**src/hw/rtl/ofd_pkg.sv**
```systemverilog
// ----------------------------------------------------------------------------
// ofd_pkg: shared definitions for the occupancy frontier detector
// Field widths, register indexes, cell classes and the cell classifier.
// ----------------------------------------------------------------------------
`default_nettype none

package ofd_pkg;

    // field and register widths
    localparam int CFG_W     = 11;
    localparam int CFG_IDX_W = 2;
    localparam int CELL_W    = 8;
    localparam int IDX_W     = 20;

    // default map limits and register reset value
    localparam int DEF_MAX_WIDTH  = 1024;
    localparam int DEF_MAX_HEIGHT = 1024;
    localparam int GRID_DIM_RESET = 1024;

    // register indexes
    localparam logic [CFG_IDX_W-1:0] REG_GRID_WIDTH  = 2'd0;
    localparam logic [CFG_IDX_W-1:0] REG_GRID_HEIGHT = 2'd1;

    // cell classes kept in the line store
    localparam int CLS_W   = 2;
    localparam int ENTRY_W = 2 * CLS_W;

    typedef logic [CLS_W-1:0]   t_cls;
    typedef logic [ENTRY_W-1:0] t_entry;

    localparam t_cls CLS_KNOWN    = 2'd0;
    localparam t_cls CLS_UNKNOWN  = 2'd1;
    localparam t_cls CLS_OCCUPIED = 2'd2;

    // raw occupancy codes
    localparam logic [CELL_W-1:0] CELL_UNKNOWN  = 8'hFF;
    localparam logic [CELL_W-1:0] CELL_OCCUPIED = 8'd100;

    // map a raw occupancy value to its class
    function automatic t_cls classify(input logic [CELL_W-1:0] value);
        t_cls cls;
        if (value == CELL_UNKNOWN) begin
            cls = CLS_UNKNOWN;
        end else if (value == CELL_OCCUPIED) begin
            cls = CLS_OCCUPIED;
        end else begin
            cls = CLS_KNOWN;
        end
        return cls;
    endfunction

endpackage

`default_nettype wire

```
**src/hw/rtl/ofd_position.sv**
```systemverilog
// ----------------------------------------------------------------------------
// ofd_position: raster position counters
// Column and row of the next cell, wrapping at the row and map ends.
// ----------------------------------------------------------------------------
`default_nettype none

module ofd_position #(
    parameter int MAX_WIDTH  = ofd_pkg::DEF_MAX_WIDTH,
    parameter int MAX_HEIGHT = ofd_pkg::DEF_MAX_HEIGHT,
    localparam int XW = $clog2(MAX_WIDTH),
    localparam int YW = $clog2(MAX_HEIGHT)
) (
    input  wire logic          i_clk,
    input  wire logic          i_rst_n,
    input  wire logic          i_advance,
    input  wire logic [XW-1:0] i_w_m1,
    input  wire logic [YW-1:0] i_h_m1,
    output logic [XW-1:0]      o_col,
    output logic [YW-1:0]      o_row
);
    import ofd_pkg::*;

    logic [XW-1:0] r_col;
    logic [YW-1:0] r_row;

    // step on every accepted cell; "at or past" covers a shrunk map
    always_ff @(posedge i_clk) begin
        if (!i_rst_n) begin
            r_col <= '0;
            r_row <= '0;
        end else if (i_advance) begin
            if (r_col >= i_w_m1) begin
                r_col <= '0;
                if (r_row >= i_h_m1) begin
                    r_row <= '0;
                end else begin
                    r_row <= r_row + YW'(1);
                end
            end else begin
                r_col <= r_col + XW'(1);
            end
        end
    end

    assign o_col = r_col;
    assign o_row = r_row;

endmodule

`default_nettype wire

```
**config.mk**
```make
export PLATFORM = sky130hd
export DESIGN_NAME = ofd_position
export DESIGN_NICKNAME = d
export VERILOG_FILES = /design/src/hw/rtl/ofd_pkg.sv /design/src/hw/rtl/ofd_position.sv
export SDC_FILE = /design/constraint.sdc
export NUM_CORES = 1
export LEC_CHECK = 0
export BUFFER_PORTS_ARGS = -buffer_cell sky130_fd_sc_hd__buf_2
export CORE_UTILIZATION = 51
export DETAILED_ROUTE_END_ITERATION = 10
export PLACE_DENSITY = 0.85
export SLEW_MARGIN = 25
export SYNTH_ARGS = -nofsm -noshare
export SYNTH_HDL_FRONTEND = slang
export SYNTH_SLANG_ARGS = --single-unit
```
**constraint.sdc**
```tcl
create_clock -name i_clk -period 2.7 [get_ports i_clk]
set_input_delay 0.54 -clock i_clk [delete_from_list [all_inputs] [get_ports i_clk]]
set_output_delay 0.54 -clock i_clk [all_outputs]
set_load 0.005 [all_outputs]
```
Word level (Yosys, flattened, before mapping)
Cells that the tools add are included.
- $add $sub $neg: 2
- magnitude comparators: 2
- multiplexer cells: 2
- reduce and logical (&&, ||, !) cells: 1
- operator list (cell ; count):
    $add 10x1->10 const B ; 2
    $ge 10x10->1 ; 2
    $mux 10 ; 2
    $reduce_and 2->1 ; 1
- bits in registers: 20
- bits of input ports: 23
- output and inout port bits: 20

Depth between registers and ports, before layout
Gate-level depths: netlist (run 1).
- depth after elaboration: 2
- gate-level depth with buffers: 9
- depth with buffers taken out: 8

Worst setup path before layout (run 1)
OpenSTA, ideal clock, no wires.
- path kind: input-to-reg
- start point: in i_h_m1[7]
- end point: reg r_row[1] (netlist: o_row[1])
- setup time: 0.070 ns
- arrival: 1.996 ns
- setup slack: 0.634 ns
- cell stages on the path: 9
- cells stage by stage: inv_1 ha_1 and4_1 nand2_1 a21oi_1 a211oi_2 buf_4 or3b_1 a21boi_1
- word-level cells in the longest chain between the ends: 2
- ends and longest elaborated chain (what ; line ; text):
    start, declared ; ofd_position.sv:17 ; input wire logic [YW-1:0] i_h_m1,
    $ge 10x10->1 ; ofd_position.sv:34 ; if (r_row >= i_h_m1) begin
    $mux 10 ; ofd_position.sv:34 ;
    end signal, assigned ; ofd_position.sv:37 ; r_row <= r_row + YW'(1);
    end, declared ; ofd_position.sv:24 ; logic [YW-1:0] r_row;
Every way passes these cells.
A chain may end at the register's enable or synchronous reset.

Worst setup path in the final report (run 1)
- start point: reg r_row[0] (netlist: o_row[0])
- end point: reg r_row[8] (netlist: o_row[8])
- word-level cells in the longest chain between the ends: 2
- elaborated cells between the ends (all ways): 3
- classes of those cells: add/sub: 1; order compare: 1; mux: 1
- ends and longest elaborated chain (what ; line):
    $add 10x1->10 or $ge 10x10->1 (tied branches) ; ofd_position.sv:37, ofd_position.sv:34
    $mux 10 * ; ofd_position.sv:34
Mark *: on every way between the ends. The rest lies on a longest branch, timed or not.

==> results.cfg, run 1 <==
[timing]
finalClockSkew_ns = 0.0114
setup_ws_ns = 0.481
slew_headroom_pct = 71.9
drv_slew = 0
hold_violations = 0
rsz0062_at_grt = false
fin_crit_ns = 2.22
tns_ns = 0
fmax_ghz = 0.451
setup_viol = 0
tightest_slew_ns = 0.421
post-route-period-util_pct = 82.2

[global_route]
track_usage_pct = 20.2
grt_pass1_vias = 1217
grt_max_degree = 20
grt_pass1_wl_mm = 5.13
grt.overflow.total = 0
antenna_found_initial = 0

[floorplanning]
die_h_um = 55.8
die_w_um = 55.8
rows = 19
io_pins = 43
core_area_um2 = 2760
start_util_pct = 53.5
die-area_um2 = 3110

[logic_synthesis]
yosysMostFrequentCell = inv_1
synth.largest_area_cell = dfxtp_1
yosysSeqAreaShare_pct = 27.1
synthCells = 185
synth_top_area_share_pct = 27.1
syn_area_per_cell_um2 = 7.98
syn_nets = 230
synth.distinct_cells = 34
ys_warn_count = 0
synth_seq_cells = 20
synth_ff_type = dfxtp_1
ys_top_cells_by_area = dfxtp_1 27%, ha_1 19%, inv_1 6.1%, a21oi_1 5.1%, nand2_1 4.3%
yosys-top-cells-count = 24 x inv_1, 22 x ha_1, 20 x dfxtp_1
synth_edf_count = 0
syn-cell-area_um2 = 1480
synthArstFlopShare_pct = 0

[worst_setup_path]
crit_buf_inv = 1
slowest_delay_ns = 0.42
cp_slowest_cell = dfxtp_1
crit_chain = inv_1 > ha_1 > nand2b_4 > a21oi_2 > o21bai_1 > a211oi_2 > or2b_1 > o22ai_1
cp.arrival_ns = 2.46
critical_path_class = register to register
cp-start-kind = register
cp_top_family = compound AO/OA/AOI/OAI gates
critPathRequiredTime_ns = 2.94
crit_fanout = 8
critPathCaptureType = register

[clock_network]
post_cts.repair.setup_buffers = 0
clockRootBuffer = clkbuf_4
path_clk_slew_ns = 0.13
cts-buffers-inserted = 3
clock_path_buffers = 2
ctsResizeCount = 0
clk_latency_ns = 0.31
postCtsHoldBufs = 0
cts_tree = yes
cts-htree-levels = 1
clock-sinks = 20

[routing]
drc = 0
post_drt_wl_per_cell_um = 11.7
drtIter0Drc = 20
firstDrtPassIters = 4
totalWireLength_mm = 3.03
ant_nets = 0
vias_per_cell = 5.37
vias = 1386

[min_path]
min_path_type = register to register

[cells_and_area]
drive_gt1_share_pct = 24.7
fin_util_pct = 64.5
instances_no_fill = 258
diodes = 0
nets = 273
fin_area_um2 = 1780
syn2layout_area_growth_pct = 20.4

[place]
dpl.cell_count = 254
placed_cell_area_um2 = 1730
pre_cts_slack_ns = 0.319
port_buffers = 42
hpwlAfterDp_mm = 2.36
routabilityCongestion = 0.801

[power_and_ir_drop]
p_leak_nw = 0.885
combinationalPowerShare_pct = 10.8
p_sw_share_pct = 22.3
power_frac_clock_pct = 40.4
intPower_mw = 0.482
power_frac_seq_pct = 48.8
power_switching_mw = 0.139
powerDensity_nw_per_um2 = 349
irDropWorstVdd_mv = 0.304

[outcome]
outcome = finished, final reports clean

[flow_run]
maxCapViolCount = 0
-- layout by cell type, fill, tap and decap left out, drive strengths merged, types with 3 or more instances in the layout --
master	count
buf	45
clkbuf	3
nand3	8
and3	6
dfxtp	20
nand3b	6
a21oi	16
nor2	14
xor2	5
nand4	8
xnor2	4
ha	22
o22ai	8
nand2	18
inv	24
-- power groups by stage --
stage	sequential, mW	combinational (mW)	clock, mW
after floorplan	0.309	0.0413	0
after global placement	0.309	0.0648	0
after detailed placement	0.310	0.0671	0
after CTS	0.303	0.0681	0.253
after global routing	0.304	0.0773	0.262
final	0.303	0.0668	0.251
-- path summary, 6_finish.rpt --
path | startpoint | endpoint | slack [ns] | cells past startpoint
setup reg to reg | o_row[0] | o_row[8] | 0.48 | 8
hold / removal | o_row[9] | o_row[9] | 0.52 | 2
setup / recovery | o_row[0] | o_row[8] | 0.48 | 8
hold reg to reg | o_row[9] | o_row[9] | 0.52 | 2
-- layout make-up --
cell class	instances	area, um^2
Clock buffer	3	22.5
Timing Repair Buffer	45	245
Inverter	24	90.1
Fill cell	260	980
Tap cell	31	38.8
Clock inverter	1	30.0
Multi-Input combinational cell	134	951
Sequential cell	20	400
-- through the flow --
step | hold slack [ns] | total power [mW]
2_1_floorplan | 0.491 | 0.350
3_3_place_gp | 0.498 | 0.374
3_5_place_dp | 0.505 | 0.377
4_1_cts | 0.528 | 0.624
5_1_grt | 0.563 | 0.643
6_report | 0.522 | 0.621
-- layer usage --
metal,share of wire (%),vias up,global-route usage [%]
met3,3.5,4,2.79
met5,0,-,0
met4,0.96,0,6.07
met1,50,628,27.7
met2,46,28,33.0
li1,-,726,-
-- logic make-up (layout without fill, tap and decap cells) --
group                      Yosys count  count (layout)  synth area share (%)
xor gates and xnor gates             9               9                  5.34
adders and majority gates           22              22                  18.6
DFF                                 20              20                  27.1
muxes                                1               1                 0.678
and+or+nand+nor                     69              69                  25.2
buffers and inverters               31              73                  8.47
AOI/OAI and AO/OA                   33              33                  14.6
-- flip-flops by register name, indices dropped and copies added, names as in the netlist --
register,flops
o_row,10
o_col,10
-- worst register-to-register path: stages (launching register included) --
cell,delay (ns)
dfxtp_1,0.42
inv_1,0.09
ha_1,0.28
nand2b_4,0.14
a21oi_2,0.14
o21bai_1,0.08
a211oi_2,0.42
or2b_1,0.37
o22ai_1,0.20
Note: power is estimated with default switching activity, not from simulation.
==> run 2, diff against run 1 <==
Settings changed: ABC_AREA set to 1, CORE_UTILIZATION 51 to 53, PLACE_DENSITY 0.85 to 0.86.
Clock period 2.7 ns to 2.15 ns, I/O delays scaled along.
==> results.cfg, run 2 <==
[floorplanning]
die_w_um = 57.4
die-area_um2 = 3300
die_h_um = 57.4
rows = 19
start_util_pct = 57.6
io_pins = 43
core_area_um2 = 2830

[global_route]
top_usage_layer = met2
antenna_found_initial = 0
grt_max_degree = 16
use_met1_pct = 23.9
grt_pass1_vias = 1293
use_met2_pct = 35.5
grt_pass1_wl_mm = 5.13
track_usage_pct = 19.5
met3_usage_pct = 2.72
grt.overflow.total = 0

[timing]
tightest_slew_ns = 0.247
setup_viol = 0
drv_slew = 0
fmax_ghz = 0.571
tns_ns = 0
rsz0062_at_grt = false
post-route-period-util_pct = 81.5
finalClockSkew_ns = 0.00378
slew_headroom_pct = 83.4
fin_crit_ns = 1.75
hold_violations = 0

[clock_network]
post_cts.repair.setup_buffers = 0
cts_tree = yes
clock-sinks = 20
clockRootBuffer = clkbuf_4
ctsResizeCount = 0
cts-htree-levels = 1
path_clk_slew_ns = 0.11
clock_path_buffers = 2
clk_latency_ns = 0.30
postCtsHoldBufs = 0
cts-buffers-inserted = 3

[place]
hpwlAfterDp_mm = 2.48
port_buffers = 42
dpl.cell_count = 316
routabilityCongestion = 0.864

[cells_and_area]
nets = 335
final_common_cell = nand2_1
drive_gt1_share_pct = 21.1
syn2layout_area_growth_pct = 17.0
fillCellCount = 276
final_cell_mix = 68 x nand2_1, 52 x inv_1, 42 x buf_2, 23 x nor2_1, 22 x ha_1
instances_no_fill = 320
diodes = 0

[worst_setup_path]
slowest_delay_ns = 0.47
crit_chain = ha_1 > nand2_1 > nand2_1 > nand2_1 > nand2_1 > nand2_1 > nand3_4 > nand2_4 > nand2_4 > nand2_1 > nand2_1 > inv_1
critPathRequiredTime_ns = 2.41
cp-start-kind = register
critical_path_class = register to register
crit_fanout = 15
cp.arrival_ns = 2.01
critPathCaptureType = register
cp_slowest_cell = dfxtp_1
cpMostUsedCell = nand2_1

[power_and_ir_drop]
p_leak_nw = 1.19
powerDensity_nw_per_um2 = 365
irDropWorstVdd_mv = 0.163

[outcome]
violations = DRC
outcome = finished, violations left

[routing]
post_drt_wl_per_cell_um = 9.70
drc = 5
firstDrtPassIters = 7
vias = 1573
totalWireLength_mm = 3.10
drtIter0Drc = 41
ant_nets = 0
vias_per_cell = 4.92

[logic_synthesis]
synthArstFlopShare_pct = 0
syn_nets = 289
ys_top_cells_by_area = dfxtp_1 25%, ha_1 17%, nand2_1 16%, inv_1 12%, nor2_1 5.3%
synth.distinct_cells = 27
yosysMostFrequentCell = nand2_1
yosysSeqAreaShare_pct = 24.6
synth_ff_type = dfxtp_1
synthCells = 244
ys_warn_count = 0
synth_seq_cells = 20
synth_edf_count = 0
syn_area_per_cell_um2 = 6.68
syn-cell-area_um2 = 1630
synth.largest_area_cell = dfxtp_1
synth_top_area_share_pct = 24.6
yosys-top-cells-count = 68 x nand2_1, 52 x inv_1, 23 x nor2_1

[flow_run]
maxCapViolCount = 0

[min_path]
min_path_type = input port to register
-- run 2: routing by layer --
metal / up-vias / part of all wire (%)
met2: 53 / 48
met3: 4 / 5.5
met4: 0 / 0.81
li1: 839 / -
met5: - / 0
met1: 677 / 46
-- run 2: cells by family after synthesis --
logic type | after synthesis | synth area share, %
simple gates | 125 | 35.9
buf+inv | 55 | 13.4
fa+ha+maj | 22 | 16.9
flops | 20 | 24.6
compound gates | 14 | 4.84
xor+xnor | 7 | 3.76
mux | 1 | 0.614
-- run 2: worst max-delay path, delay by kind of cell (launching register included) --
| kind | cells | cell delay, ns |
|---|---|---|
| DFF | 1 | 0.47 |
| adders and majority gates | 1 | 0.30 |
| buffers and inverters | 1 | 0.05 |
| and+or+nand+nor | 10 | 0.89 |
-- run 2: path summary, 6_finish.rpt --
check	from	to	slack (ns)	cells after the start
worst max-delay path	o_col[3]	o_row[5]	0.40	12
worst min-delay path	i_advance	o_col[0]	0.44	4
worst max register to register	o_col[3]	o_row[5]	0.40	12
worst min register to register	o_row[9]	o_row[9]	0.53	2
-- run 2: where the power goes --
part / switching, mW / total [mW] / internal (mW)
sequential: 0.00477 / 0.379 / 0.374
clock: 0.119 / 0.222 / 0.103
combinational: 0.0517 / 0.0950 / 0.0433
-- run 2: final cells by class --
type / instances / area [um^2] / share of cell area (%)
multi-input cells: 169 / 1010 / 53.0
inverters: 52 / 195 / 10.2
well taps: 31 / 38.8 / 2.04
clock buffers: 4 / 36.3 / 1.90
flip-flops and latches: 20 / 400 / 21.0
repair buffers: 44 / 225 / 11.8
-- run 2: through the flow --
step                      power (mW)  util, %  setup slack, ns  instance area (um^2)  hold slack, ns
after CTS                      0.702     67.4            0.380                  1910           0.442
after detailed placement       0.483     66.1            0.249                  1870           0.510
after floorplan                0.450        -            0.485                  1630           0.491
after global placement         0.479     66.1            0.305                  1870           0.511
final                          0.696     67.4            0.397                  1910           0.441
after global routing           0.739     67.4            0.224                  1910           0.440
==> run 3, diff against run 2 <==
Settings changed: CORE_UTILIZATION 53 to 48, PLACE_DENSITY 0.86 to 0.83.
Clock period 2.15 ns to 1.61 ns, I/O delays scaled along.
==> results.cfg, run 3 (same netlist as run 2, synthesis figures left out) <==
[global_route]
grt_pass1_vias = 1436
grt_max_degree = 16
track_usage_pct = 20.8
grt_pass1_wl_mm = 5.75
antenna_found_initial = 0
grt.overflow.total = 0

[timing]
setup_viol = 0
rsz0062_at_grt = true
tightest_slew_ns = 0.315
hold_slack_ns = 0.355
finalClockSkew_ns = 0.0160
fin_crit_ns = 1.54
slew_headroom_pct = 79.0
hold_violations = 0
fmax_ghz = 0.649
drv_slew = 0
post-route-period-util_pct = 95.7

[worst_setup_path]
crit_fanout = 8
cp_top_family = simple AND/OR/NAND/NOR gates
cp.arrival_ns = 1.80
critical_path_class = register to register
slowest_delay_ns = 0.38
cp-start-kind = register
crit_chain = ha_4 > a21o_1 > nor2_1 > nand2_2 > nor2_4 > nand2_2 > nor2_4 > nand2_1 > nand2_1
cp_slowest_cell = dfxtp_2
critPathCaptureType = register
critPathRequiredTime_ns = 1.87
crit_buf_inv = 0

[cells_and_area]
nets = 357
drive_gt1_share_pct = 36.3
fillCellCount = 246
fin_area_um2 = 2280
final_cell_mix = 62 x nand2_1, 52 x inv_1, 42 x buf_2, 22 x buf_4, 21 x nor2_1
final_common_cell = nand2_1
diodes = 0
instances_no_fill = 355
syn2layout_area_growth_pct = 39.9

[flow_run]
maxCapViolCount = 0

[clock_network]
cts_tree = yes
clockRootBuffer = clkbuf_4
clk_latency_ns = 0.31
cts-htree-levels = 1
clock-sinks = 20
clock_path_buffers = 2
cts-buffers-inserted = 3
path_clk_slew_ns = 0.13

[routing]
ant_nets = 0
post_drt_wl_per_cell_um = 10.7
drc = 0
drtIter0Drc = 72
firstDrtPassIters = 4
totalWireLength_mm = 3.82
vias = 1693
vias_per_cell = 4.77

[power_and_ir_drop]
powerDensity_nw_per_um2 = 427
irDropWorstVdd_mv = 0.380
p_total_mw = 0.972
p_leak_nw = 1.31

[place]
hpwlAfterDp_mm = 2.82
dpl.cell_count = 348
port_buffers = 42
placed_cell_area_um2 = 2030
routabilityCongestion = 0.888

[floorplanning]
start_util_pct = 52.1
rows = 20
die-area_um2 = 3630
die_w_um = 60.3
core_area_um2 = 3130
die_h_um = 60.3
io_pins = 43

[min_path]
min_path_type = input port to register

[outcome]
outcome = finished, final reports clean
==> run 3: changes by cell type in the layout (fill, tap and decap cells not counted), moves of 6 or more <==
cell,delta
nand2_1,-6
dfxtp_2,+9
ha_1,-9
nand2_2,+6
ha_4,+9
dfxtp_1,-9
buf_4,+20
==> run 3: tightest hold or removal path, delay by kind of cell <==
family,cells,cell delay [ns]
simple gates,2,0.12
buf+inv,2,0.19
==> run 3: worst paths after layout <==
kind	endpoint	slack (ns)	from	depth (start not counted)
worst max-delay path	o_row[9]	0.07	o_row[9]	9
worst min-delay path	o_col[0]	0.36	i_advance	4
worst max register to register	o_row[9]	0.07	o_row[9]	9
worst min register to register	o_row[0]	0.51	o_row[0]	2
==> run 3: power by group <==
| group | switching, mW | total [mW] | internal (mW) |
|---|---|---|---|
| clock | 0.166 | 0.304 | 0.138 |
| combinational | 0.0903 | 0.165 | 0.0744 |
| sequential | 0.00384 | 0.503 | 0.500 |
| total | 0.260 | 0.972 | 0.712 |
==> run 3: metrics by stage <==
stage	setup WS, ns	TNS [ns]	util (%)
after floorplan	0.0204	0	-
after global placement	-0.0800	-0.467	64.8
after detailed placement	-0.114	-0.926	64.8
after CTS	0.00262	0	66.0
after global routing	-0.0332	-0.129	72.8
final	0.0685	0	72.8
==> run 3: repair_timing <==
action                     CTS  global route
buffers inserted             0             2
setup endpoints to repair    0            18
hold buffers                 0             0
gates resized for setup      0            36
==> run 3: layer usage <==
layer	vias to the layer above	global-route usage, %	part of all wire, %
met5	-	0	0
met4	0	2.33	0.16
met3	2	3.46	5.2
met2	62	39.9	51
met1	736	24.3	43
li1	893	-	-
==> run 3: area by class of cell <==
cell class / count / area (um^2) / share of cell area (%)
Clock buffer: 4 / 36.3 / 1.59
Tap cell: 44 / 55.1 / 2.42
Multi-Input combinational cell: 170 / 1190 / 52.4
Timing Repair Buffer: 65 / 387 / 17.0
Inverter: 52 / 195 / 8.57
Sequential cell: 20 / 412 / 18.1
