## src/hw/rtl/ofd_pkg.sv

```systemverilog
// ----------------------------------------------------------------------------
// ofd_pkg: shared definitions for the occupancy frontier detector
// Field widths, register indexes, cell classes and the cell classifier.
// ----------------------------------------------------------------------------
`default_nettype none

package ofd_pkg;

    // field and register widths
    localparam int CFG_W     = 11;
    localparam int CFG_IDX_W = 2;
    localparam int CELL_W    = 8;
    localparam int IDX_W     = 20;

    // default map limits and register reset value
    localparam int DEF_MAX_WIDTH  = 1024;
    localparam int DEF_MAX_HEIGHT = 1024;
    localparam int GRID_DIM_RESET = 1024;

    // register indexes
    localparam logic [CFG_IDX_W-1:0] REG_GRID_WIDTH  = 2'd0;
    localparam logic [CFG_IDX_W-1:0] REG_GRID_HEIGHT = 2'd1;

    // cell classes kept in the line store
    localparam int CLS_W   = 2;
    localparam int ENTRY_W = 2 * CLS_W;

    typedef logic [CLS_W-1:0]   t_cls;
    typedef logic [ENTRY_W-1:0] t_entry;

    localparam t_cls CLS_KNOWN    = 2'd0;
    localparam t_cls CLS_UNKNOWN  = 2'd1;
    localparam t_cls CLS_OCCUPIED = 2'd2;

    // raw occupancy codes
    localparam logic [CELL_W-1:0] CELL_UNKNOWN  = 8'hFF;
    localparam logic [CELL_W-1:0] CELL_OCCUPIED = 8'd100;

    // map a raw occupancy value to its class
    function automatic t_cls classify(input logic [CELL_W-1:0] value);
        t_cls cls;
        if (value == CELL_UNKNOWN) begin
            cls = CLS_UNKNOWN;
        end else if (value == CELL_OCCUPIED) begin
            cls = CLS_OCCUPIED;
        end else begin
            cls = CLS_KNOWN;
        end
        return cls;
    endfunction

endpackage

`default_nettype wire

```

## src/hw/rtl/ofd_cfg_regs.sv

```systemverilog
// ----------------------------------------------------------------------------
// ofd_cfg_regs: map size registers
// Holds the clamped grid width and height in the forms the datapath uses.
// ----------------------------------------------------------------------------
`default_nettype none

module ofd_cfg_regs #(
    parameter int MAX_WIDTH  = ofd_pkg::DEF_MAX_WIDTH,
    parameter int MAX_HEIGHT = ofd_pkg::DEF_MAX_HEIGHT,
    localparam int XW = $clog2(MAX_WIDTH),
    localparam int YW = $clog2(MAX_HEIGHT),
    localparam int WW = $clog2(MAX_WIDTH + 1)
) (
    input  wire logic                         i_clk,
    input  wire logic                         i_rst_n,
    input  wire logic                         i_wr_en,
    input  wire logic [ofd_pkg::CFG_IDX_W-1:0] i_wr_index,
    input  wire logic [ofd_pkg::CFG_W-1:0]    i_wr_data,
    output logic [WW-1:0]                     o_w_eff,
    output logic [XW-1:0]                     o_w_m1,
    output logic [YW-1:0]                     o_h_m1
);
    import ofd_pkg::*;

    localparam int RST_W = (GRID_DIM_RESET > MAX_WIDTH)  ? MAX_WIDTH  : GRID_DIM_RESET;
    localparam int RST_H = (GRID_DIM_RESET > MAX_HEIGHT) ? MAX_HEIGHT : GRID_DIM_RESET;

    logic [WW-1:0] r_w_eff, n_w_eff;
    logic [XW-1:0] r_w_m1;
    logic [YW-1:0] r_h_m1, n_h_m1;

    // clamp written values into 1..max
    always_comb begin
        if (i_wr_data == '0) begin
            n_w_eff = WW'(1);
            n_h_m1  = '0;
        end else begin
            if (int'(i_wr_data) > MAX_WIDTH) begin
                n_w_eff = WW'(MAX_WIDTH);
            end else begin
                n_w_eff = WW'(i_wr_data);
            end
            if (int'(i_wr_data) > MAX_HEIGHT) begin
                n_h_m1 = YW'(MAX_HEIGHT - 1);
            end else begin
                n_h_m1 = YW'(i_wr_data - CFG_W'(1));
            end
        end
    end

    // register write
    always_ff @(posedge i_clk) begin
        if (!i_rst_n) begin
            r_w_eff <= WW'(RST_W);
            r_w_m1  <= XW'(RST_W - 1);
            r_h_m1  <= YW'(RST_H - 1);
        end else if (i_wr_en) begin
            case (i_wr_index)
                REG_GRID_WIDTH: begin
                    r_w_eff <= n_w_eff;
                    r_w_m1  <= XW'(n_w_eff - WW'(1));
                end
                REG_GRID_HEIGHT: begin
                    r_h_m1 <= n_h_m1;
                end
                default: begin
                end
            endcase
        end
    end

    assign o_w_eff = r_w_eff;
    assign o_w_m1  = r_w_m1;
    assign o_h_m1  = r_h_m1;

endmodule

`default_nettype wire

```

## config.mk

```make
export PLATFORM = sky130hd
export DESIGN_NAME = ofd_cfg_regs
export DESIGN_NICKNAME = d
export VERILOG_FILES = /design/src/hw/rtl/ofd_pkg.sv /design/src/hw/rtl/ofd_cfg_regs.sv
export SDC_FILE = /design/constraint.sdc
export NUM_CORES = 1
export LEC_CHECK = 0
export BUFFER_PORTS_ARGS = -buffer_cell sky130_fd_sc_hd__buf_2
export CAP_MARGIN = 20
export CORE_UTILIZATION = 40
export CTS_CLUSTER_DIAMETER = 100
export DETAILED_ROUTE_END_ITERATION = 7
export HOLD_SLACK_MARGIN = 0.02
export PLACE_DENSITY = 0.7
export SYNTH_ARGS = -nofsm -noshare
export SYNTH_HDL_FRONTEND = slang
export SYNTH_SLANG_ARGS = --single-unit
```

## constraint.sdc

```tcl
create_clock -name i_clk -period 2.8 [get_ports i_clk]
set_clock_uncertainty 0.1 [all_clocks]
set_input_delay 0.14 -clock i_clk [delete_from_list [all_inputs] [get_ports i_clk]]
set_output_delay 0.14 -clock i_clk [all_outputs]
set_load 0.005 [all_outputs]
```

# Word level (Yosys, flattened, before mapping)
# Index checks and enable logic that the tools add are counted.
dict set report classes {
  add_sub_neg 2
  n_lt_le_gt_ge 1
  n_eq_ne 1
  mux 4
  n_reduce_logical 4
}
# operator count
set ops {}
lappend ops {{$mux 11} 2}
lappend ops {{$mux 10} 2}
lappend ops {{$sub 10x1->10 const B} 2}
lappend ops {{$gt 11x11->1 const B} 1}
lappend ops {{$logic_not 11->1} 1}
lappend ops {{$reduce_and 2->1} 2}
lappend ops {{$eq 2x1->1 const B} 1}
lappend ops {{$logic_not 2->1} 1}
dict set report totals {
  ff_bits 31
  output_inout_bits 31
  word_cells 15
}

# Depth between registers and ports, before layout
# Gate-level depths: netlist of run 1.
dict set report logic_depth {
  word_depth 4
  depth_mapped 12
  mapped_depth_nobuf 11
}

# Worst setup path before layout of run 1
# OpenSTA, ideal clock, no wires.
dict set report synth_timing {
  path_kind {input-to-reg}
  start {input i_wr_data[0] (netlist name)}
  end {register r_w_m1[4], in the netlist o_w_m1[4]}
  setup_ns 0.144
  arrival_time_ns 2.283
  t_required_ns 2.556
  path_slack_ns 0.274
  stages 12
  path_buffers 1
  path_cell_list {inv_1 -> ha_1 -> nor4b_4 -> nand3_2 -> xnor2_1 -> nand2_1 -> ha_1 -> buf_2 -> or3b_2 -> a32o_1 -> a21oi_1 -> o211ai_1}
}
dict set report synth_between {
  elab_chain_len 4
  elab_cells_between_ends 5
  cone_classes {add/sub: 1; order compare: 1; mux: 2; reduce/logical: 1}
}
# item line_no
set synth_lines {}
lappend synth_lines {{from (decl)} ofd_cfg_regs.sv:18} ;# input wire logic [ofd_pkg::CFG_W-1:0] i_wr_data,
lappend synth_lines {{$gt 11x11->1} ofd_cfg_regs.sv:38} ;# if (int'(i_wr_data) > MAX_WIDTH) begin
lappend synth_lines {{$mux 11} ofd_cfg_regs.sv:38}
lappend synth_lines {{$mux 11 *} ofd_cfg_regs.sv:34} ;# if (i_wr_data == '0) begin
lappend synth_lines {{$sub 10x1->10 *} ofd_cfg_regs.sv:61} ;# r_w_m1 <= XW'(n_w_eff - WW'(1));
lappend synth_lines {{to (signal assigned)} ofd_cfg_regs.sv:55} ;# r_w_m1 <= XW'(RST_W - 1);
lappend synth_lines {{to (signal assigned)} ofd_cfg_regs.sv:61}
lappend synth_lines {{to (decl)} ofd_cfg_regs.sv:29} ;# logic [XW-1:0] r_w_m1;
# Every way passes the cells marked *; elsewhere a longest branch is shown, timed or not.
# A chain may end at the register's enable or synchronous reset.

# Final worst setup path of run 1
dict set report layout_timing {
  start {input i_wr_data[1] (netlist name)}
  end {register r_w_m1[4], in the netlist o_w_m1[4]}
}
# Same word-level chain as after synthesis.

==> impl_results.md, run 1 <==
* Commonest non-fill, non-tap cell in the layout: buf_2
* Max Fclk at between 400 and 500 MHz
* Seq/Total Area, Yosys at a little under two fifths
* RSZ-0062 raised after global routing: no
* Post-Syn Nets at 210
* Multi-input gate area at 940 um^2
* Clock sinks at 31
* Largest net degree at the start of global routing at 35
* Primary FF master, synth: dfxtp_1
* GRT Overall Usage at 19.7%
* Register area at between 600 and 700 um^2
* Iter 0 DRT Violations at 57
* Area delta synth->final at 20.9%
* Asr flop ratio synth at 0%
* Compound-Gate Fraction of Synth Area at 22.7%
* Total Power at slightly above 900 uW
* Drt drc at 0
* CTS resizes at 0
* First drt pass iteration count at 4
* FILL cells at around 370
* Post-synthesis cell area at between 1500 and 2000 um^2
* PortBufs at 46
* VDD IR max at just under 0.3 mV
* Overflow after GRT at 0
* Initial Utilization at between 40% and 50%
* #FFs+latches synth at 31
* Row Count at 22
* CP max stage cell: a41oi_1
* LEAKAGE at between 0.8 and 0.9 nW
* Max-slew violation count at 0
* Clk slew on worst S/H paths at 60 ps
* Register-to-Register Path Depth at 2
* CTS Buf Count at 5
* Mean Syn Cell Area at around 8.6 um^2
* Post-synthesis cell count at 192
* PnR worst setup slack at approximately 550 ps
* Setup Crit Path Kind: in -> reg
* Worst-margin pin slew at a little over 800 ps
* Simple-Gate Fraction of Synth Area at 29.6%
* Hold_buf cts at 0
* Setup Buffers After CTS at 0
* Number of synthesized flops with an enable pin at 0
* NumNets Final at around 260
* Crit-path cells: buf_2 -> inv_1 -> ha_1 -> nor4b_4 -> a41oi_1 -> ha_1 -> or3b_2 -> a32o_1 -> a21oi_1 -> o211ai_1
* Worst Path Max Fanout at 7
* Largest family of logic cells by synthesized area: simple AND/OR/NAND/NOR gates
* Share of layout cells above drive strength 1 at 28.8%
* Setup crit end kind: flip-flop
* Power per cell area at approximately 470 nW/um^2
* Arrival time worst endpoint at 2290 ps
* Fin crit period at about 2300 ps
* Max Cap Viol at 0
* Final hold violation count at 0
* Die Wd at approximately 66 um
* Htree depth at 2
* GRT Max-Usage Layer: met2
* Grt met1 use at a little under a quarter
* Synth Area in XOR/XNOR at 2.66%
* Synth unique cells at 52
* Vias in the first global route at 1,351
* CP Launch Type: primary input
* Via count at approximately 1,600
* Met3 GRT Util at under 10%
* Slew HR at roughly 46%
* Clk_lat worst skew at 280 ps
* Placer Congestion at ~0.85
* Pre-CTS WS at 271 ps
* WL per Instance at between 10 and 15 um
* I/O pin count at 47
* Clk root buf: clkbuf_8
* Tcrit/Tclk final at 80.5%
* Antenna violations before repair at 0
* Status: finished clean
* Global-route wire length before repair at approximately 6400 um
* Chip Height at approximately 66 um
* Setup Viol. Count Final at 0
* Largest stage delay on the critical path at ~450 ps
* Final wirelength at around 3900 um
* Cell mode on critical path: ha_1
* Most frequent cells in the layout: buf_2, dfxtp_1, nand2_1
* Worst Hold Class: in -> reg
* DPL Wire Length at between 2000 and 3000 um
* Hold_ws at 187 ps
* # diodes at 0
* Routed Antenna Nets at 0
* Hold depth at 2
* Clock buffer depth at 2
* Drt via density at ~5.6
* Mux share of post-synthesis cell area at less than 1%
* Final setup TNS at 0 ps
* CTS tree: built
* Adder and majority gate portion of the synthesized area at 1.52%
* Die area at between 4000 and 5000 um^2
* CP required at ~2800 ps
* M2 GR Usage at roughly 31%
* Yosys warning count at 0
* Core ar. at roughly 3800 um^2
==> final cells by class <==
cell class	instances	share of cell area (%)
clock buffer	6	3.65
inverter	5	0.945
multi-input combinational	142	47.3
sequential	31	31.2
tap	48	3.02
timing repair buffer	52	13.9
==> Yosys cell counts (2+ instances only) <==
cell type	count	area, um^2
dfxtp_1	31	621
nand2_1	28	105
a21oi_1	11	55.1
nor2_1	9	33.8
nor2b_1	9	56.3
clkbuf_1	8	30.0
o21ai_0	8	40.0
nand3_1	7	35.0
o211ai_1	7	52.6
and3_1	5	31.3
nor3b_1	5	37.5
inv_1	4	15.0
a21boi_0	3	22.5
buf_2	3	15.0
nor3_1	3	15.0
xor2_1	3	26.3
a2111oi_0	2	17.5
a211oi_1	2	15.0
a221oi_1	2	17.5
a31oi_1	2	12.5
a32o_1	2	20.0
ha_1	2	25.0
nor3_4	2	32.5
o2111ai_1	2	17.5
o211ai_2	2	25.0
o21ai_1	2	10.0
o311ai_1	2	17.5
xnor2_1	2	17.5
==> metal layers <==
layer  up-vias  share of wire (%)
li1        796                  -
met1       732                 45
met2        44                 47
met3         6                6.8
met4         0                1.6
met5         -                  0
==> through the flow <==
| step | area [um^2] | util, % | instances |
|---|---|---|---|
| 3_5_place_dp | 1910 | 50.4 | 278 |
| 2_1_floorplan | 1640 | - | 192 |
| 6_report | 1990 | 52.3 | 284 |
| 5_1_grt | 1990 | 52.3 | 284 |
| 4_1_cts | 1990 | 52.3 | 284 |
| 3_3_place_gp | 1910 | 50.4 | 278 |
==> final timing paths <==
kind	start	endpoint	slack, ps
max reg2reg	o_w_m1[7]	o_w_m1[7]	2010
min	i_rst_n	o_h_m1[3]	190
max	i_wr_data[1]	o_w_m1[4]	550
min reg2reg	o_w_eff[8]	o_w_eff[8]	370
==> flip-flops by register name, indices dropped and copies added, names as in the netlist <==
| register | cells |
|---|---|
| o_h_m1 | 10 |
| o_w_eff | 11 |
| o_w_m1 | 10 |
==> critical path, delay by kind of cell <==
family / cells / cell delay [ps]
AO/OA/AOI/OAI: 4 / 910
AND/OR/NAND/NOR: 2 / 590
adder cells (fa/ha/maj): 2 / 440
buffers and inverters: 2 / 200
==> cells by family after synthesis <==
group,Yosys count
adders and majority gates,2
xor gates and xnor gates,5
muxes,1
DFF,31
AOI/OAI and AO/OA,53
and+or+nand+nor,81
buffers and inverters,19
==> report_power, final <==
group          leakage (nW)  switching [mW]  internal [mW]  total [mW]
Clock                0.0371           0.148          0.165       0.313
Sequential            0.253         0.00727          0.458       0.465
Combinational         0.539          0.0875         0.0590       0.147
Power figures use the tool's default switching activity.
==> inputs of run 2 (changes only) <==
PLACE_DENSITY = 0.73   (was 0.7)
clock period = 1.8 ns   (was 2.8 ns; I/O delays follow)
==> run 2 against run 1 <==
Sequential share of layout area down 4.1 points; first-iteration DRC count up 56%; clock power increased by 130%; the run now ends with negative setup slack left; largest power group unchanged; cell count grew 8.8%; register-to-register slack lost 990 ps; clock-buffer cell count stayed put; sequential power rose by 55%.
==> impl_results.md, run 2 (synthesis gave the netlist of run 1 again) <==
* Status: complete, but fails checks (was finished clean)
* Failing checks: negative setup slack
* Clock share of power at 41.3% (was 33.8%)
* Pre-CTS WS at -505 ps (was 271 ps)
* Iter 0 DRT Violations at 89 (was 57)
* Final hold violation count at 0 (unchanged)
* Setup crit end kind: flip-flop (unchanged)
* WL per Instance at 14.0 um (was 13.8 um)
* CTS tree: built (unchanged)
* # diodes at 0 (unchanged)
* Max Cap Viol at 0 (unchanged)
* Drt drc at 0 (unchanged)
* Worst Hold Class: in -> reg (unchanged)
* Area delta synth->final at 39.3% (was 20.9%)
* Routed Antenna Nets at 0 (unchanged)
* Max Fclk at between 500 and 600 MHz
* Via count at 1,673 (was 1,578)
* Share of layout cells above drive strength 1 at 39.5% (was 28.8%)
* CP Launch Type: primary input (unchanged)
* Area after DPL at 2090 um^2 (was 1910 um^2)
* Max-slew violation count at 0 (unchanged)
* Die area at 4370 um^2 (unchanged)
* Tcrit/Tclk final at 106%
* Clk slew on worst S/H paths at 70 ps (was 60 ps)
* Largest net degree at the start of global routing at 35 (unchanged)
* Initial Utilization at 43.3% (unchanged)
* Clock buffer depth at 2 (unchanged)
* FILL cells at 347 (was 371)
* Finished Layout Cells at 309 (was 284)
* I/O pin count at 47 (unchanged)
* Final wirelength at 4320 um (was 3920 um)
* Sw Share at 25.0% (was 26.2%)
* Sequential power share at 42.0% (was 50.3%)
* Overflow after GRT at 0 (unchanged)
* DPL Wire Length at 3120 um (was 2770 um)
* Total internal power at 1.29 mW (was 682 uW)
* Placer Congestion at 0.937 (was 0.853)
* Slew HR at 62.6% (was 45.9%)
* Chip Height at 66.1 um (unchanged)
* Worst-margin pin slew at 561 ps (was 812 ps)
* Worst Path Max Fanout at 2 (was 7)
* Number of flip-flops in the largest register at 11 (unchanged)
* Multi-input gate area at 983 um^2 (was 940 um^2)
* Setup Crit Path Kind: in -> reg (unchanged)
* First drt pass iteration count at 4 (unchanged)
* NumNets Final at 278 (was 255)
* Commonest non-fill, non-tap cell in the layout: buf_2 (unchanged)
* Clk root buf: clkbuf_8 (unchanged)
* Combinational power share at 16.7% (was 15.9%)
* Power per cell area at 751 nW/um^2 (was 465 nW/um^2)
* Arrival time worst endpoint at 1940 ps (was 2290 ps)
* Die Wd at 66.1 um (unchanged)
* Register area at 621 um^2 (unchanged)
* Final core utilization at 60.3% (was 52.3%)
* Fin crit period at 1910 ps
* Row Count at 22 (unchanged)
* Clock sinks at 31 (unchanged)
* CP required at 1840 ps (was 2840 ps)
* Global-route wire length before repair at 7310 um (was 6360 um)
* RSZ-0062 raised after global routing: yes (was no)
* Drt via density at 5.41 (was 5.56)
* Vias in the first global route at 1,541 (was 1,351)
* LEAKAGE at 0.985 nW (was 0.829 nW)
* Placed cells at 296 (was 278)
* Htree depth at 2 (unchanged)
* PnR worst setup slack at -110 ps (was 545 ps)
* Switching pwr at 429 uW (was 242 uW)
* Core ar. at 3800 um^2 (unchanged)
* GRT Overall Usage at 21.9% (was 19.7%)
* Fin area at 2290 um^2 (was 1990 um^2)
* Clk_lat worst skew at 280 ps (about the same)
* Setup Viol. Count Final at 2 (was 0)
* CTS Buf Count at 5 (unchanged)
* Antenna violations before repair at 0 (unchanged)
* Most frequent cells in the layout: buf_2, dfxtp_1, buf_4 (was buf_2, dfxtp_1, nand2_1)
* VDD IR max at 0.312 mV (was 0.293 mV)
* PortBufs at 46 (unchanged)
==> run 2: power by group through the flow <==
stage | clock (mW) | combinational (mW) | sequential (mW)
finish | 0.710 | 0.287 | 0.722
global route | 0.765 | 0.316 | 0.725
CTS | 0.725 | 0.282 | 0.723
detailed placement | 0 | 0.271 | 0.738
global placement | 0 | 0.267 | 0.738
floorplan | 0 | 0.144 | 0.741
==> run 2: layout make-up <==
cell class,instances,share of cell area [%]
Clock inverter,2,1.53
Timing Repair Buffer,75,20.6
Sequential cell,31,27.1
Tap cell,48,2.62
Clock buffer,6,3.60
Inverter,5,1.58
Multi-Input combinational cell,142,42.9
==> run 2: worst paths after layout <==
check        slack, ps        end  depth (start not counted)          from
min reg2reg        360  o_h_m1[0]                          2     o_h_m1[0]
max               -110  o_w_m1[4]                         12  i_wr_data[1]
max reg2reg       1020  o_h_m1[7]                          2     o_h_m1[7]
min                140  o_w_m1[3]                          2       i_rst_n
==> run 2: per-layer routing <==
layer,share of wire (%),up-vias,routed length (um),track usage [%]
li1,-,842,-,-
met1,50,774,2160,30.9
met2,44,51,1910,33.0
met3,4.9,6,210,4.31
met4,0.97,0,42,6.91
met5,0,-,0,0
==> run 2: timing repair <==
| item | 4_1_cts | 5_1_grt |
|---|---|---|
| pin swaps | 6 | 3 |
| gates cloned | 0 | 0 |
| hold buffers | 0 | 0 |
| endpoints found under the setup margin | 2 | 2 |
| resized for setup | 7 | 5 |
| setup buffers | 3 | 2 |
==> run 2: metrics by stage <==
step | power, mW | hold slack (ps) | TNS [ps]
after floorplan | 0.885 | 152 | -725
after global placement | 1.00 | 345 | -995
after detailed placement | 1.01 | 351 | -1160
after CTS | 1.73 | 143 | -85.6
after global routing | 1.81 | 161 | -339
final | 1.72 | 144 | -123
==> run 2: worst max-delay path, cell delays in order <==
cell and delay [ps]:
buf_12 110, inv_12 40, ha_4 110, nor4b_4 230, nand3_2 140, xnor2_2 170
nand2_1 80, ha_2 180, or3b_4 360, a32o_2 250, a21oi_2 90, o211ai_1 80
==> inputs of run 3 (changes only) <==
PLACE_DENSITY = 0.7   (was 0.73)
clock period = 2.1 ns   (was 1.8 ns; I/O delays follow)
==> run 3 against run 2 <==
Global-route usage down 0.66 points; non-clock buffer count down 6; die area unchanged; worst setup slack better by 210 ps; cell area down 4.6%; worst hold slack better by 13 ps; combinational power down 20%; critical endpoint unchanged; the run now ends clean; first-iteration DRC count up 10%; total power down 25%.
==> impl_results.md, run 3 (synthesis gave the netlist of run 1 again) <==
* Clock sinks at 31 (unchanged)
* Initial Utilization at 43.3% (unchanged)
* Tcrit/Tclk final at between 90% and 100%
* Die area at 4370 um^2 (unchanged)
* RSZ-0062 raised after global routing: no (was yes)
* Routed Antenna Nets at 0 (unchanged)
* DPL Wire Length at 2990 um (was 3120 um)
* Most frequent cells in the layout: buf_2, dfxtp_1, nand2_1 (was buf_2, dfxtp_1, buf_4)
* First drt pass iteration count at 4 (unchanged)
* Arrival time worst endpoint at 2020 ps (was 1940 ps)
* CTS Buf Count at 5 (unchanged)
* Final hold violation count at 0 (unchanged)
* Status: finished clean (was complete, but fails checks)
* Htree depth at 2 (unchanged)
* Power per cell area at 593 nW/um^2 (was 751 nW/um^2)
* LEAKAGE at 0.932 nW (was 0.985 nW)
* Clock buffer depth at 2 (unchanged)
* Commonest non-fill, non-tap cell in the layout: buf_2 (unchanged)
* Global-route wire length before repair at 7050 um (was 7310 um)
* Core ar. at 3800 um^2 (unchanged)
* Iter 0 DRT Violations at 98 (was 89)
* Setup Viol. Count Final at 0 (was 2)
* NumNets Final at 272 (was 278)
* Overflow after GRT at 0 (unchanged)
* Register area at 621 um^2 (unchanged)
* # diodes at 0 (unchanged)
* Drt drc at 0 (unchanged)
* CP Buf/Inv Count at 2 (unchanged)
* Placer Congestion at 0.826 (was 0.937)
* VDD IR max at 0.330 mV (was 0.312 mV)
* Clk slew on worst S/H paths at 60 ps (was 70 ps)
* PortBufs at 46 (unchanged)
* Chip Height at 66.1 um (unchanged)
* Clk root buf: clkbuf_8 (unchanged)
* Slew HR at 63.4% (was 62.6%)
* Number of flip-flops in the largest register at 11 (unchanged)
* Final wirelength at 4130 um (was 4320 um)
* Largest stage delay on the critical path at 360 ps (about the same)
* Share of layout cells above drive strength 1 at 36.9% (was 39.5%)
* Max-slew violation count at 0 (unchanged)
* GRT Overall Usage at 21.2% (was 21.9%)
* FILL cells at 369 (was 347)
* Max Fclk at 500 MHz
* Fin area at 2180 um^2 (was 2290 um^2)
* Crit-path cells: buf_2 -> inv_6 -> ha_4 -> nor4b_4 -> nand3_2 -> xnor2_2 -> nand2_1 -> ha_2 -> or3b_4 -> a32o_2 -> a21oi_2 -> o211ai_1 (was buf_12 -> inv_12 -> ha_4 -> nor4b_4 -> nand3_2 -> xnor2_2 -> nand2_1 -> ha_2 -> or3b_4 -> a32o_2 -> a21oi_2 -> o211ai_1)
* Worst Path Max Fanout at 2 (unchanged)
* CP max stage cell: or3b_4 (unchanged)
* Antenna violations before repair at 0 (unchanged)
* CP required at 2120 ps (was 1840 ps)
* Drt via density at 5.34 (was 5.41)
* Largest net degree at the start of global routing at 35 (unchanged)
* Clk_lat worst skew at 280 ps (about the same)
* CP Launch Type: primary input (unchanged)
* Setup Crit Path Kind: in -> reg (unchanged)
* Area delta synth->final at 32.9% (was 39.3%)
* Final setup TNS at 0 ps (was -123 ps)
* Worst Hold Class: in -> reg (unchanged)
* I/O pin count at 47 (unchanged)
* CP top delay family: simple AND/OR/NAND/NOR gates (unchanged)
* CTS tree: built (unchanged)
* Max Cap Viol at 0 (unchanged)
* Row Count at 22 (unchanged)
* Vias in the first global route at 1,492 (was 1,541)
* Via count at 1,617 (was 1,673)
* WL per Instance at 13.6 um (was 14.0 um)
* Worst-margin pin slew at 549 ps (was 561 ps)
* Setup crit end kind: flip-flop (unchanged)
* Fin crit period at between 1500 and 2000 ps
* Die Wd at 66.1 um (unchanged)
* Hold_buf cts at 0 (unchanged)
* Multi-input gate area at 977 um^2 (was 983 um^2)
* Area after DPL at 2080 um^2 (was 2090 um^2)
[run 3: cell count changes in the layout (fill, tap and decap cells not counted)]
cell / before / now
buf_12: 1 / 0
buf_2: 44 / 45
buf_4: 29 / 23
buf_6: 0 / 1
buf_8: 1 / 0
bufinv_16: 1 / 0
clkbuf_1: 0 / 2
clkbuf_8: 6 / 5
clkinv_4: 1 / 0
inv_6: 0 / 1
o221ai_1: 0 / 1
o221ai_2: 1 / 0
[run 3: worst paths after layout]
kind | from | endpoint | slack, ps | depth (start not counted)
worst max-delay path | i_wr_data[0] | o_w_m1[4] | 100 | 12
worst min register to register | o_w_eff[6] | o_w_eff[6] | 360 | 2
worst max register to register | o_h_m1[7] | o_h_m1[7] | 1310 | 2
worst min-delay path | i_wr_en | o_h_m1[9] | 160 | 3
[run 3: area by class of cell]
cell class / count / share of cell area (%)
Timing Repair Buffer: 69 / 18.7
Tap cell: 48 / 2.75
Clock buffer: 7 / 3.49
Inverter: 5 / 1.66
Sequential cell: 31 / 28.4
Clock inverter: 1 / 0.229
Multi-Input combinational cell: 142 / 44.7
[run 3: what timing repair did]
item | CTS | global route
setup buffers | 0 | 1
gates resized for setup | 0 | 6
setup endpoints to repair | 0 | 1
[run 3: per-layer routing]
metal  share of wire (%)  GRT usage (%)  vias up  wire length (um)
li1                    -              -      824                 -
met1                  49           29.8      740              2010
met2                  44           32.5       47              1840
met3                 5.8           5.17        6               239
met4                 1.1           4.79        0                45
met5                   0              0        -                 0
[run 3: where the power goes]
| part | switching (mW) | total (mW) | internal [mW] |
|---|---|---|---|
| sequential | 0.00992 | 0.620 | 0.610 |
| combinational | 0.128 | 0.231 | 0.103 |
| clock | 0.211 | 0.443 | 0.232 |
[run 3: through the flow]
step           util [%]  total power [mW]  cells  worst slack (ps)  hold WS [ps]
2_1_floorplan         -             0.758    192              -216           167
3_3_place_gp       54.7             0.857    294              -171           348
3_5_place_dp       54.7             0.860    294              -263           350
4_1_cts            56.8              1.30    302              37.9           155
5_1_grt            57.5              1.36    303              5.77           184
6_report           57.5              1.29    303               100           157
[run 3: worst register-to-register path, delay by kind of cell, from the launching register on]
| kind | cells | cell delay [ps] |
|---|---|---|
| AO/OA/AOI/OAI | 1 | 50 |
| flip-flops | 1 | 310 |
| AND/OR/NAND/NOR | 1 | 180 |
